[src/hw/rtl/midpoint_line_raster_defines.svh]
// Assertion macros shared by the line rasterizer RTL.
`ifndef MIDPOINT_LINE_RASTER_DEFINES_SVH
`define MIDPOINT_LINE_RASTER_DEFINES_SVH

// Same-cycle implication, checked on clk and disabled while rst_n is low.
`define MLR_ASSERT_IMPLY(lbl, ante, cons, msg) \
  lbl: assert property (@(posedge clk) disable iff (!rst_n) (ante) |-> (cons)) \
    else $error(msg);

// Next-cycle implication, checked on clk and disabled while rst_n is low.
`define MLR_ASSERT_NEXT(lbl, ante, cons, msg) \
  lbl: assert property (@(posedge clk) disable iff (!rst_n) (ante) |=> (cons)) \
    else $error(msg);

`endif

[src/hw/rtl/mlr_pkg.sv]
// Shared types and constants of the line rasterizer.
package mlr_pkg;

  localparam int DIM_BITS      = 13;
  localparam int COLOR_BITS    = 32;
  localparam int ADDR_BITS     = 24;
  localparam int CFG_IDX_BITS  = 2;
  localparam int CFG_DATA_BITS = 32;

  localparam logic [CFG_IDX_BITS-1:0] CFG_FB_WIDTH     = 2'd0;
  localparam logic [CFG_IDX_BITS-1:0] CFG_FB_HEIGHT    = 2'd1;
  localparam logic [CFG_IDX_BITS-1:0] CFG_MARKER_COLOR = 2'd2;

  localparam logic [DIM_BITS-1:0]   FB_WIDTH_RESET  = 13'd512;
  localparam logic [DIM_BITS-1:0]   FB_HEIGHT_RESET = 13'd512;
  localparam logic [COLOR_BITS-1:0] MARKER_RESET    = 32'h00FF_FF00;

  localparam logic ACT_LOAD = 1'b0;
  localparam logic ACT_STEP = 1'b1;

  typedef struct packed {
    logic [DIM_BITS-1:0]   fb_width;
    logic [DIM_BITS-1:0]   fb_height;
    logic [COLOR_BITS-1:0] marker_color;
  } cfg_t;

  // Endpoint orderings found by the front end.
  typedef struct packed {
    logic gt_x;
    logic lt_x;
    logic gt_y;
    logic lt_y;
  } order_t;

endpackage

[src/hw/rtl/mlr_fifo.sv]
// Small show-ahead FIFO; DEPTH must be a power of two, at least 2.
module mlr_fifo #(
  parameter int WIDTH = 8,
  parameter int DEPTH = 2
) (
  input  logic             clk,
  input  logic             rst_n,
  input  logic             push,
  input  logic [WIDTH-1:0] wdata,
  output logic             full,
  input  logic             pop,
  output logic [WIDTH-1:0] rdata,
  output logic             empty
);

  localparam int AW = $clog2(DEPTH);

  logic [WIDTH-1:0] mem [DEPTH];
  logic [AW:0]      wr_ptr_r;
  logic [AW:0]      rd_ptr_r;
  logic             do_push;
  logic             do_pop;

  assign empty   = (wr_ptr_r == rd_ptr_r);
  assign full    = (wr_ptr_r[AW] != rd_ptr_r[AW]) &&
                   (wr_ptr_r[AW-1:0] == rd_ptr_r[AW-1:0]);
  assign do_push = push && !full;
  assign do_pop  = pop && !empty;
  assign rdata   = mem[rd_ptr_r[AW-1:0]];

  always_ff @(posedge clk) begin
    if (do_push) begin
      mem[wr_ptr_r[AW-1:0]] <= wdata;
    end
  end

  always_ff @(posedge clk) begin
    if (!rst_n) begin
      wr_ptr_r <= '0;
      rd_ptr_r <= '0;
    end else begin
      if (do_push) begin
        wr_ptr_r <= wr_ptr_r + 1'b1;
      end
      if (do_pop) begin
        rd_ptr_r <= rd_ptr_r + 1'b1;
      end
    end
  end

endmodule

[src/hw/rtl/mlr_front.sv]
// Front end: accepts input items and classifies endpoint geometry.
module mlr_front #(
  parameter int COORD_BITS = 12
) (
  input  logic                           in_push,
  output logic                           in_full,
  input  logic                           in_action,
  input  logic [COORD_BITS-1:0]          in_start_x,
  input  logic [COORD_BITS-1:0]          in_start_y,
  input  logic [COORD_BITS-1:0]          in_end_x,
  input  logic [COORD_BITS-1:0]          in_end_y,
  input  logic [mlr_pkg::COLOR_BITS-1:0] in_line_color,
  output logic                           cmd_push,
  output logic [1+mlr_pkg::COLOR_BITS+6*COORD_BITS+4-1:0] cmd_data,
  input  logic                           cmd_full
);

  mlr_pkg::order_t       ord;
  logic [COORD_BITS-1:0] dx;
  logic [COORD_BITS-1:0] dy;

  always_comb begin
    ord.gt_x = in_start_x > in_end_x;
    ord.lt_x = in_start_x < in_end_x;
    ord.gt_y = in_start_y > in_end_y;
    ord.lt_y = in_start_y < in_end_y;
  end

  assign dx = ord.gt_x ? (in_start_x - in_end_x) : (in_end_x - in_start_x);
  assign dy = ord.gt_y ? (in_start_y - in_end_y) : (in_end_y - in_start_y);

  assign in_full  = cmd_full;
  assign cmd_push = in_push && !cmd_full;
  assign cmd_data = {in_action, in_line_color, in_start_x, in_start_y,
                     in_end_x, in_end_y, dx, dy, ord};

endmodule

[src/hw/rtl/mlr_back.sv]
// Back end: line state, midpoint decision stepping and pixel formatting.
`include "midpoint_line_raster_defines.svh"

module mlr_back #(
  parameter int COORD_BITS = 12
) (
  input  logic                 clk,
  input  logic                 rst_n,
  input  mlr_pkg::cfg_t        cfg,
  input  logic [1+mlr_pkg::COLOR_BITS+6*COORD_BITS+4-1:0] cmd_data,
  input  logic                 cmd_empty,
  output logic                 cmd_pop,
  output logic [2*COORD_BITS+mlr_pkg::COLOR_BITS+mlr_pkg::ADDR_BITS+2-1:0] res_data,
  output logic                 res_push,
  input  logic                 res_full
);

  localparam int C  = COORD_BITS;
  localparam int DW = COORD_BITS + 3;
  localparam int SW = (C + mlr_pkg::DIM_BITS + 1 > mlr_pkg::ADDR_BITS) ?
                      (C + mlr_pkg::DIM_BITS + 1) : mlr_pkg::ADDR_BITS;

  typedef enum logic [1:0] {PH_IDLE, PH_LINE, PH_START, PH_END} phase_t;

  // command fields
  logic                           cmd_action;
  logic [mlr_pkg::COLOR_BITS-1:0] cmd_color;
  logic [C-1:0]                   cmd_sx, cmd_sy, cmd_ex, cmd_ey, cmd_dx, cmd_dy;
  mlr_pkg::order_t                cmd_ord;

  assign {cmd_action, cmd_color, cmd_sx, cmd_sy, cmd_ex, cmd_ey,
          cmd_dx, cmd_dy, cmd_ord} = cmd_data;

  // line state
  phase_t                         phase_r, phase_nxt;
  logic [C-1:0]                   major_pos_r, major_nxt;
  logic [C-1:0]                   minor_pos_r, minor_nxt;
  logic [C-1:0]                   major_end_r;
  logic signed [DW-1:0]           decision_r, decision_nxt;
  logic signed [DW-1:0]           step_up_r;
  logic signed [DW-1:0]           step_flat_r;
  logic                           y_major_r;
  logic                           minor_neg_r;
  logic [C-1:0]                   sx_r, sy_r, ex_r, ey_r;
  logic [mlr_pkg::COLOR_BITS-1:0] color_r;

  // pixel stage
  logic                           pix_v_r, pix_v_nxt;
  logic                           pix_ok_r, pix_ok_nxt;
  logic                           pix_last_r, pix_last_nxt;
  logic [C-1:0]                   pix_x_r, pix_x_nxt;
  logic [C-1:0]                   pix_y_r, pix_y_nxt;
  logic [mlr_pkg::COLOR_BITS-1:0] pix_color_r, pix_color_nxt;

  logic adv, load_pop, step_pop;

  assign adv      = !pix_v_r || !res_full;
  assign load_pop = !cmd_empty && (cmd_action == mlr_pkg::ACT_LOAD);
  assign step_pop = !cmd_empty && (cmd_action == mlr_pkg::ACT_STEP) && adv;
  assign cmd_pop  = load_pop || step_pop;

  // load classification: order along the major axis
  logic                 ld_ymaj, ld_swap, ld_neg;
  logic [C-1:0]         ld_dmaj, ld_dmin, ld_a0, ld_a1, ld_b0;
  logic signed [DW-1:0] ld_dec, ld_up, ld_flat;

  always_comb begin
    ld_ymaj = cmd_dy > cmd_dx;
    ld_dmaj = ld_ymaj ? cmd_dy : cmd_dx;
    ld_dmin = ld_ymaj ? cmd_dx : cmd_dy;
    ld_swap = ld_ymaj ? cmd_ord.gt_y : cmd_ord.gt_x;
    if (ld_ymaj) begin
      ld_a0  = ld_swap ? cmd_ey : cmd_sy;
      ld_a1  = ld_swap ? cmd_sy : cmd_ey;
      ld_b0  = ld_swap ? cmd_ex : cmd_sx;
      ld_neg = ld_swap ? cmd_ord.lt_x : cmd_ord.gt_x;
    end else begin
      ld_a0  = ld_swap ? cmd_ex : cmd_sx;
      ld_a1  = ld_swap ? cmd_sx : cmd_ex;
      ld_b0  = ld_swap ? cmd_ey : cmd_sy;
      ld_neg = ld_swap ? cmd_ord.lt_y : cmd_ord.gt_y;
    end
    ld_flat = DW'(ld_dmin) <<< 1;
    ld_dec  = ld_flat - DW'(ld_dmaj);
    ld_up   = (DW'(ld_dmin) - DW'(ld_dmaj)) <<< 1;
  end

  logic line_done, dec_pos;

  assign line_done = (major_pos_r == major_end_r);
  assign dec_pos   = !decision_r[DW-1] && (decision_r != '0);

  always_comb begin
    phase_nxt     = phase_r;
    major_nxt     = major_pos_r;
    minor_nxt     = minor_pos_r;
    decision_nxt  = decision_r;
    pix_ok_nxt    = 1'b1;
    pix_last_nxt  = 1'b0;
    pix_x_nxt     = '0;
    pix_y_nxt     = '0;
    pix_color_nxt = '0;
    case (phase_r)
      PH_LINE: begin
        pix_x_nxt     = y_major_r ? minor_pos_r : major_pos_r;
        pix_y_nxt     = y_major_r ? major_pos_r : minor_pos_r;
        pix_color_nxt = color_r;
      end
      PH_START: begin
        pix_x_nxt     = sx_r;
        pix_y_nxt     = sy_r;
        pix_color_nxt = cfg.marker_color;
      end
      PH_END: begin
        pix_x_nxt     = ex_r;
        pix_y_nxt     = ey_r;
        pix_color_nxt = cfg.marker_color;
        pix_last_nxt  = 1'b1;
      end
      default: begin
        pix_ok_nxt   = 1'b0;
        pix_last_nxt = 1'b1;
      end
    endcase

    if (load_pop) begin
      phase_nxt    = PH_LINE;
      major_nxt    = ld_a0;
      minor_nxt    = ld_b0;
      decision_nxt = ld_dec;
    end else if (step_pop) begin
      case (phase_r)
        PH_LINE: begin
          if (line_done) begin
            phase_nxt = PH_START;
          end else begin
            major_nxt = major_pos_r + 1'b1;
            if (dec_pos) begin
              minor_nxt    = minor_neg_r ? (minor_pos_r - 1'b1) : (minor_pos_r + 1'b1);
              decision_nxt = decision_r + step_up_r;
            end else begin
              decision_nxt = decision_r + step_flat_r;
            end
          end
        end
        PH_START: phase_nxt = PH_END;
        PH_END:   phase_nxt = PH_IDLE;
        default:  phase_nxt = PH_IDLE;
      endcase
    end
  end

  always_comb begin
    if (step_pop) begin
      pix_v_nxt = 1'b1;
    end else if (res_push) begin
      pix_v_nxt = 1'b0;
    end else begin
      pix_v_nxt = pix_v_r;
    end
  end

  always_ff @(posedge clk) begin
    if (!rst_n) begin
      phase_r <= PH_IDLE;
      pix_v_r <= 1'b0;
    end else begin
      phase_r <= phase_nxt;
      pix_v_r <= pix_v_nxt;
    end
    major_pos_r <= major_nxt;
    minor_pos_r <= minor_nxt;
    decision_r  <= decision_nxt;
    if (load_pop) begin
      major_end_r <= ld_a1;
      step_up_r   <= ld_up;
      step_flat_r <= ld_flat;
      y_major_r   <= ld_ymaj;
      minor_neg_r <= ld_neg;
      sx_r        <= cmd_sx;
      sy_r        <= cmd_sy;
      ex_r        <= cmd_ex;
      ey_r        <= cmd_ey;
      color_r     <= cmd_color;
    end
    if (step_pop) begin
      pix_ok_r    <= pix_ok_nxt;
      pix_last_r  <= pix_last_nxt;
      pix_x_r     <= pix_x_nxt;
      pix_y_r     <= pix_y_nxt;
      pix_color_r <= pix_color_nxt;
    end
  end

  // address and clip from the registered pixel
  logic [SW-1:0]                 addr_sum;
  logic [mlr_pkg::ADDR_BITS-1:0] pix_addr;
  logic                          pix_we;

  assign addr_sum = SW'(pix_y_r) * SW'(cfg.fb_width) + SW'(pix_x_r);
  assign pix_addr = pix_ok_r ? addr_sum[mlr_pkg::ADDR_BITS-1:0] : '0;
  assign pix_we   = pix_ok_r && (SW'(pix_x_r) < SW'(cfg.fb_width)) &&
                    (SW'(pix_y_r) < SW'(cfg.fb_height));
  assign res_push = pix_v_r && !res_full;
  assign res_data = {pix_x_r, pix_y_r, pix_color_r, pix_addr, pix_we, pix_last_r};

  `MLR_ASSERT_NEXT(a_load_starts_line, load_pop, phase_r == PH_LINE, "load did not start a line")
  `MLR_ASSERT_NEXT(a_line_to_marker, step_pop && (phase_r == PH_LINE) && line_done,
                   phase_r == PH_START, "line end did not move to start marker")
  `MLR_ASSERT_NEXT(a_end_marker_last, step_pop && (phase_r == PH_END),
                   pix_v_r && pix_ok_r && pix_last_r, "end marker lacks last flag")
  `MLR_ASSERT_NEXT(a_pixel_holds, pix_v_r && res_full,
                   pix_v_r && $stable(pix_x_r) && $stable(pix_color_r),
                   "stalled pixel changed")
  `MLR_ASSERT_IMPLY(a_one_pop_kind, cmd_pop, !(load_pop && step_pop),
                    "load and step popped together")

endmodule

[src/hw/rtl/midpoint_line_raster.sv]
// Midpoint line rasterizer top level: configuration, queues and pipeline.
//
// A load item (action 0) latches two endpoints and a line color and gives no
// result; every step item (action 1) gives one pixel write: the line pixels
// in order along the major axis (x-major for diagonals), then a start marker
// and an end marker in the marker color, the end marker flagged last. A step
// with no active line gives a clipped pixel at the origin flagged last.
// Items are taken one per clock and results leave one per clock while neither
// queue backs up: the back end advances the midpoint decision (one add and a
// sign test) once per step item, and that loop sets the rate. A step item
// passes the command queue, the pixel register and the result queue on its
// way to the result ports. The address is y * fb_width + x,
// modulo 2^24, from one multiply of y by the 13-bit width after the pixel
// register. Write configuration only while no item is in flight.
module midpoint_line_raster #(
  parameter int COORD_BITS = 12,
  parameter int CMD_DEPTH  = 2,
  parameter int RES_DEPTH  = 2
) (
  input  logic                              clk,
  input  logic                              rst_n,
  // input channel
  input  logic                              in_push,
  output logic                              in_full,
  input  logic                              in_action,
  input  logic [COORD_BITS-1:0]             in_start_x,
  input  logic [COORD_BITS-1:0]             in_start_y,
  input  logic [COORD_BITS-1:0]             in_end_x,
  input  logic [COORD_BITS-1:0]             in_end_y,
  input  logic [mlr_pkg::COLOR_BITS-1:0]    in_line_color,
  // result channel
  output logic                              out_empty,
  input  logic                              out_pop,
  output logic [COORD_BITS-1:0]             out_pixel_x,
  output logic [COORD_BITS-1:0]             out_pixel_y,
  output logic [mlr_pkg::COLOR_BITS-1:0]    out_pixel_color,
  output logic [mlr_pkg::ADDR_BITS-1:0]     out_pixel_addr,
  output logic                              out_write_enable,
  output logic                              out_last,
  // configuration
  input  logic                              cfg_we,
  input  logic [mlr_pkg::CFG_IDX_BITS-1:0]  cfg_index,
  input  logic [mlr_pkg::CFG_DATA_BITS-1:0] cfg_data
);

  localparam int CMD_W = 1 + mlr_pkg::COLOR_BITS + 6 * COORD_BITS + 4;
  localparam int RES_W = 2 * COORD_BITS + mlr_pkg::COLOR_BITS + mlr_pkg::ADDR_BITS + 2;

  // Configuration registers; an index past the list is dropped.
  mlr_pkg::cfg_t cfg_r;

  always_ff @(posedge clk) begin
    if (!rst_n) begin
      cfg_r.fb_width     <= mlr_pkg::FB_WIDTH_RESET;
      cfg_r.fb_height    <= mlr_pkg::FB_HEIGHT_RESET;
      cfg_r.marker_color <= mlr_pkg::MARKER_RESET;
    end else if (cfg_we) begin
      case (cfg_index)
        mlr_pkg::CFG_FB_WIDTH:     cfg_r.fb_width     <= cfg_data[mlr_pkg::DIM_BITS-1:0];
        mlr_pkg::CFG_FB_HEIGHT:    cfg_r.fb_height    <= cfg_data[mlr_pkg::DIM_BITS-1:0];
        mlr_pkg::CFG_MARKER_COLOR: cfg_r.marker_color <= cfg_data[mlr_pkg::COLOR_BITS-1:0];
        default: ;
      endcase
    end
  end

  // Front end classifies each item and pushes it into the command queue.
  logic             cmd_push, cmd_full, cmd_empty, cmd_pop;
  logic [CMD_W-1:0] cmd_wdata, cmd_rdata;

  mlr_front #(.COORD_BITS(COORD_BITS)) u_front (
    .in_push       (in_push),
    .in_full       (in_full),
    .in_action     (in_action),
    .in_start_x    (in_start_x),
    .in_start_y    (in_start_y),
    .in_end_x      (in_end_x),
    .in_end_y      (in_end_y),
    .in_line_color (in_line_color),
    .cmd_push      (cmd_push),
    .cmd_data      (cmd_wdata),
    .cmd_full      (cmd_full)
  );

  // Command queue decouples acceptance from the stepping back end.
  mlr_fifo #(.WIDTH(CMD_W), .DEPTH(CMD_DEPTH)) u_cmd_q (
    .clk   (clk),
    .rst_n (rst_n),
    .push  (cmd_push),
    .wdata (cmd_wdata),
    .full  (cmd_full),
    .pop   (cmd_pop),
    .rdata (cmd_rdata),
    .empty (cmd_empty)
  );

  // Back end steps the line and formats one pixel per step transfer.
  logic             res_push, res_full;
  logic [RES_W-1:0] res_wdata, res_rdata;

  mlr_back #(.COORD_BITS(COORD_BITS)) u_back (
    .clk       (clk),
    .rst_n     (rst_n),
    .cfg       (cfg_r),
    .cmd_data  (cmd_rdata),
    .cmd_empty (cmd_empty),
    .cmd_pop   (cmd_pop),
    .res_data  (res_wdata),
    .res_push  (res_push),
    .res_full  (res_full)
  );

  // Result queue holds finished pixels while the consumer stalls.
  mlr_fifo #(.WIDTH(RES_W), .DEPTH(RES_DEPTH)) u_res_q (
    .clk   (clk),
    .rst_n (rst_n),
    .push  (res_push),
    .wdata (res_wdata),
    .full  (res_full),
    .pop   (out_pop),
    .rdata (res_rdata),
    .empty (out_empty)
  );

  assign {out_pixel_x, out_pixel_y, out_pixel_color, out_pixel_addr,
          out_write_enable, out_last} = res_rdata;

endmodule

[config.mk]
export PLATFORM = sky130hd
export DESIGN_NAME = midpoint_line_raster
export DESIGN_NICKNAME = d
export VERILOG_FILES = /design/src/hw/rtl/mlr_pkg.sv /design/src/hw/rtl/mlr_fifo.sv /design/src/hw/rtl/mlr_front.sv /design/src/hw/rtl/mlr_back.sv /design/src/hw/rtl/midpoint_line_raster.sv
export VERILOG_INCLUDE_DIRS = /design/src /design/src/hw/rtl
export SDC_FILE = /design/constraint.sdc
export NUM_CORES = 1
export LEC_CHECK = 0
export ABC_AREA = 1
export BUFFER_PORTS_ARGS = -buffer_cell sky130_fd_sc_hd__buf_2
export CAP_MARGIN = 20
export CORE_MARGIN = 5
export CORE_UTILIZATION = 67
export DETAILED_ROUTE_END_ITERATION = 6
export PLACE_DENSITY = 0.86
export SETUP_SLACK_MARGIN = 0.5
export SYNTH_ARGS = -nofsm -noshare
export SYNTH_HDL_FRONTEND = slang
export SYNTH_HIERARCHICAL = 1
export SYNTH_SLANG_ARGS = --single-unit
[constraint.sdc]
create_clock -name clk -period 10.9 [get_ports clk]
set_input_delay 1.09 -clock clk [delete_from_list [all_inputs] [get_ports clk]]
set_output_delay 1.09 -clock clk [all_outputs]
set_load 0.02 [all_outputs]
==> metrics.md <==
| Metric | Value |
|---|---|
| Max cap viols | 0 |
| GRT Util Overall | 29.83% |
| CTS Buffer Depth | 3 |
| Pleak | 18.81 nW |
| Critical Path RT | about 11 ns |
| Hold Crit Class | register to register |
| Vias in the first global route | 27790 |
| Drt drc | 0 |
| Die X | around 250 µm |
| Routed Antenna Nets | 0 |
| Post-synthesis register bit count | between 600 and 700 |
| Setup TNS | 0 ns |
| Grt ovf | 0 |
| NumNets Final | 4444 |
| # setup viols final | 0 |
| Syn Nets | 4382 |
| Fin util | 72.34% |
| # Post-CTS Setup Buffers | 0 |
| Asr flop ratio synth | 0% |
| Status | finished, final reports clean |
| Critical Path AT | ~7 ns |
| Slew at the pin closest to its max-slew limit | ~1.0 ns |
| Final hold viol count | 0 |
| Synthesized area | 39520 µm² |
| # fillers | approximately 3800 |
| Crit Path Class | register to register |
| Post-Layout Cell Count | roughly 4800 |
| Drt total wl | 96.33 mm |
| Top Ports | 204 |
| Cell Rows | 89 |
| GP Congestion | 0.9942 |
| Main synth FF type | edfxtp_1 |
| Vias | 28410 |
| Die Y-Extent | 252.9 µm |
| Core ar. | around 59000 µm² |
| Overall power | about 13 mW |
| Reg clk slew, reported paths | 0.06 ns |
| Synth-to-Final Area Change | 7.418% |
| Post-cts resize count | 0 |
| Post-place setup slack | 4.719 ns |
| DR pass1 iterations | 6 |
| Post-DP HPWL | between 60 and 70 mm |
| Number of synthesized flops with an enable pin | 598 |
| CP Launch Type | register |
| Sink Count | 669 |
| Share of layout cells above drive strength 1 | 14.70% |
| Synthesized instance count | 3947 |
| CTS tree | yes |
| Largest net degree at the start of global routing | 176 |
| Initial Util | 67.34% |
| Clk_skew | 0.02914 ns |
| H-tree depth | 3 |
| Final Slew Violations | 0 |
| First-pass GRT wire length | 151.0 mm |
| Die area | 63940 µm² |
| Min Tclk post-route | around 6.5 ns |
| Synth Area per Inst | about 10 µm² |
| Seq/Total Area, Yosys | 49.04% |
| CTS Root Cell | clkbuf_16 |
| Pwr Density | 299.5 nW/µm² |
| WL/cell | 19.91 µm |
| Crit end category | register |
| Fin crit share | 59.22% |
| Final setup margin | between 4 and 5 ns |
| Worst-Skew Late Latency | 0.62 ns |
| Fmax | between 150 and 200 MHz |
| 1st-iter DRT viols | 3250 |
| Initial antenna violation count | 6 |
| Dpl cells | 4711 |
| Number of I/O port buffers | 203 |
| Normalized max-slew margin | 31.08% |
| Distinct cells, synth | 54 |
| Unrepaired setup endpoints after global routing | no |
| Via density | between 5 and 6 |
| Synth warn | 6 |
| CP max FO | 74 |
| Cts bufs inserted | 68 |
| Hold Buf Count CTS | 0 |
| Maximum VDD drop | between 200 and 250 µV |
state kept, by name, indices dropped and copies added, names as in the netlist, 12 cells and up, named ones only:
| name | flops |
|---|---|
| cfg_r | 58 |
| u_back/color_r | 32 |
| u_back/decision_r | 15 |
| u_back/ex_r | 12 |
| u_back/ey_r | 12 |
| u_back/major_end_r | 12 |
| u_back/major_pos_r | 12 |
| u_back/minor_pos_r | 12 |
| u_back/pix_color_r | 32 |
| u_back/pix_x_r | 12 |
| u_back/pix_y_r | 12 |
| u_back/step_flat_r | 12 |
| u_back/step_up_r | 13 |
| u_back/sx_r | 12 |
| u_back/sy_r | 12 |
| u_cmd_q/mem | 218 |
| u_res_q/mem | 164 |
power by group:
group	switching (mW)	leakage (nW)	total, mW	internal [mW]
Combinational	4.01	11.6	6.08	2.07
Clock	0.987	1.09	2.34	1.35
Sequential	0.464	6.15	4.29	3.83
placed cells by master (no fill, tap or decap), types with 4 or more instances in the layout:
cell type / n
clkbuf_16: 70
bufinv_16: 6
o21ai_1: 34
a21o_1: 7
dfxtp_1: 69
clkinv_2: 12
buf_4: 18
mux2_2: 101
buf_2: 203
nand3_2: 5
nor4_1: 8
inv_2: 12
xor2_1: 43
xnor2_1: 20
edfxtp_1: 598
o22ai_1: 27
nand2_4: 5
o21ai_0: 138
o211ai_1: 5
nor2_1: 174
nor3_1: 9
a21oi_1: 219
a31oi_1: 32
clkinv_1: 10
mux2_4: 90
fa_1: 127
clkbuf_1: 16
nor2_4: 6
ha_1: 187
nand4_1: 41
nand3_1: 142
nand2_2: 29
o21ai_2: 9
nand2_1: 930
inv_1: 602
diode_2: 4
nand3b_1: 10
synthesized netlist by cell type (20+ instances only):
| library cell | number | share of area, % |
|---|---|---|
| nor2_1 | 177 | 1.7 |
| dfxtp_1 | 71 | 3.6 |
| nand2_2 | 29 | 0.46 |
| edfxtp_1 | 598 | 45 |
| mux2_4 | 90 | 3.4 |
| xnor2_1 | 20 | 0.44 |
| o22ai_1 | 27 | 0.43 |
| mux2_2 | 101 | 2.9 |
| inv_1 | 604 | 5.7 |
| clkbuf_1 | 69 | 0.66 |
| ha_1 | 188 | 6.0 |
| a21oi_1 | 220 | 2.8 |
| o21ai_0 | 138 | 1.7 |
| nand2_1 | 930 | 8.8 |
| a31oi_1 | 32 | 0.51 |
| xor2_1 | 43 | 0.95 |
| buf_2 | 28 | 0.35 |
| o21ai_1 | 34 | 0.43 |
| fa_1 | 127 | 6.4 |
| nand3_1 | 142 | 1.8 |
| buf_4 | 98 | 1.9 |
| nand4_1 | 41 | 0.65 |
metal layers:
| metal | up-vias | track usage [%] | wire (µm) |
|---|---|---|---|
| met3 | 293 | 5.207 | 8833 |
| met1 | 13460 | 38.96 | 35950 |
| met2 | 1593 | 50.17 | 47300 |
| li1 | 13060 | - | - |
| met4 | 2 | 11.92 | 4231 |
| met5 | - | 0 | 13 |
critical path, stage by stage (launching register included):
cell     delay, ns
dfxtp_4       0.81
buf_4         0.75
mux2_2        0.45
ha_1          0.39
a21oi_1       0.21
nor2_1        0.06
nor2_1        0.23
nand3_4       0.23
nand2_2       0.10
buf_4         0.61
inv_2         0.49
nand2_2       0.71
nand2_4       0.42
nand2_1       0.15
nand2_1       0.08
o21ai_1       0.13
a21oi_1       0.06
or2_1         0.23
cells by family (layout without fill, tap and decap cells):
family	count (synthesis)	count (layout)	synth area share (%)
other cells	0	4	0
xor+xnor	63	63	1.396
flops	669	669	49.04
compound gates	487	487	6.630
fa+ha+maj	315	315	12.39
simple gates	1373	1373	14.53
mux	191	191	6.297
buf+inv	849	964	9.729
layout make-up:
| class | instances | area, µm² | area share, % |
|---|---|---|---|
| repair buffers | 223 | 1191 | 2.806 |
| multi-input cells | 2429 | 16330 | 38.47 |
| clock inverters | 35 | 401.6 | 0.9461 |
| flip-flops and latches | 669 | 19390 | 45.67 |
| well taps | 773 | 967.2 | 2.278 |
| diodes | 4 | 10.01 | 0.02358 |
| inverters | 618 | 2323 | 5.473 |
| clock buffers | 88 | 1839 | 4.333 |
worst paths after layout:
check                         startpoint                endpoint  slack (ns)  cells past startpoint
setup / recovery                register  u_back/major_pos_r[10]        4.44                     17
setup reg to reg                register  u_back/major_pos_r[10]        4.44                     17
hold reg to reg   u_back/pix_color_r[16]      u_res_q/mem[1][42]        0.45                      0
hold / removal    u_back/pix_color_r[16]      u_res_q/mem[1][42]        0.45                      0
stage by stage:
step / instance area (µm²) / hold slack [ns]
after floorplan: 39520 / 0.4215
after global placement: 40180 / 0.4218
after detailed placement: 40180 / 0.4304
after CTS: 42420 / 0.4455
after global routing: 42450 / 0.4664
final: 42450 / 0.4483
No activity file was read; power rests on OpenSTA's default activity.
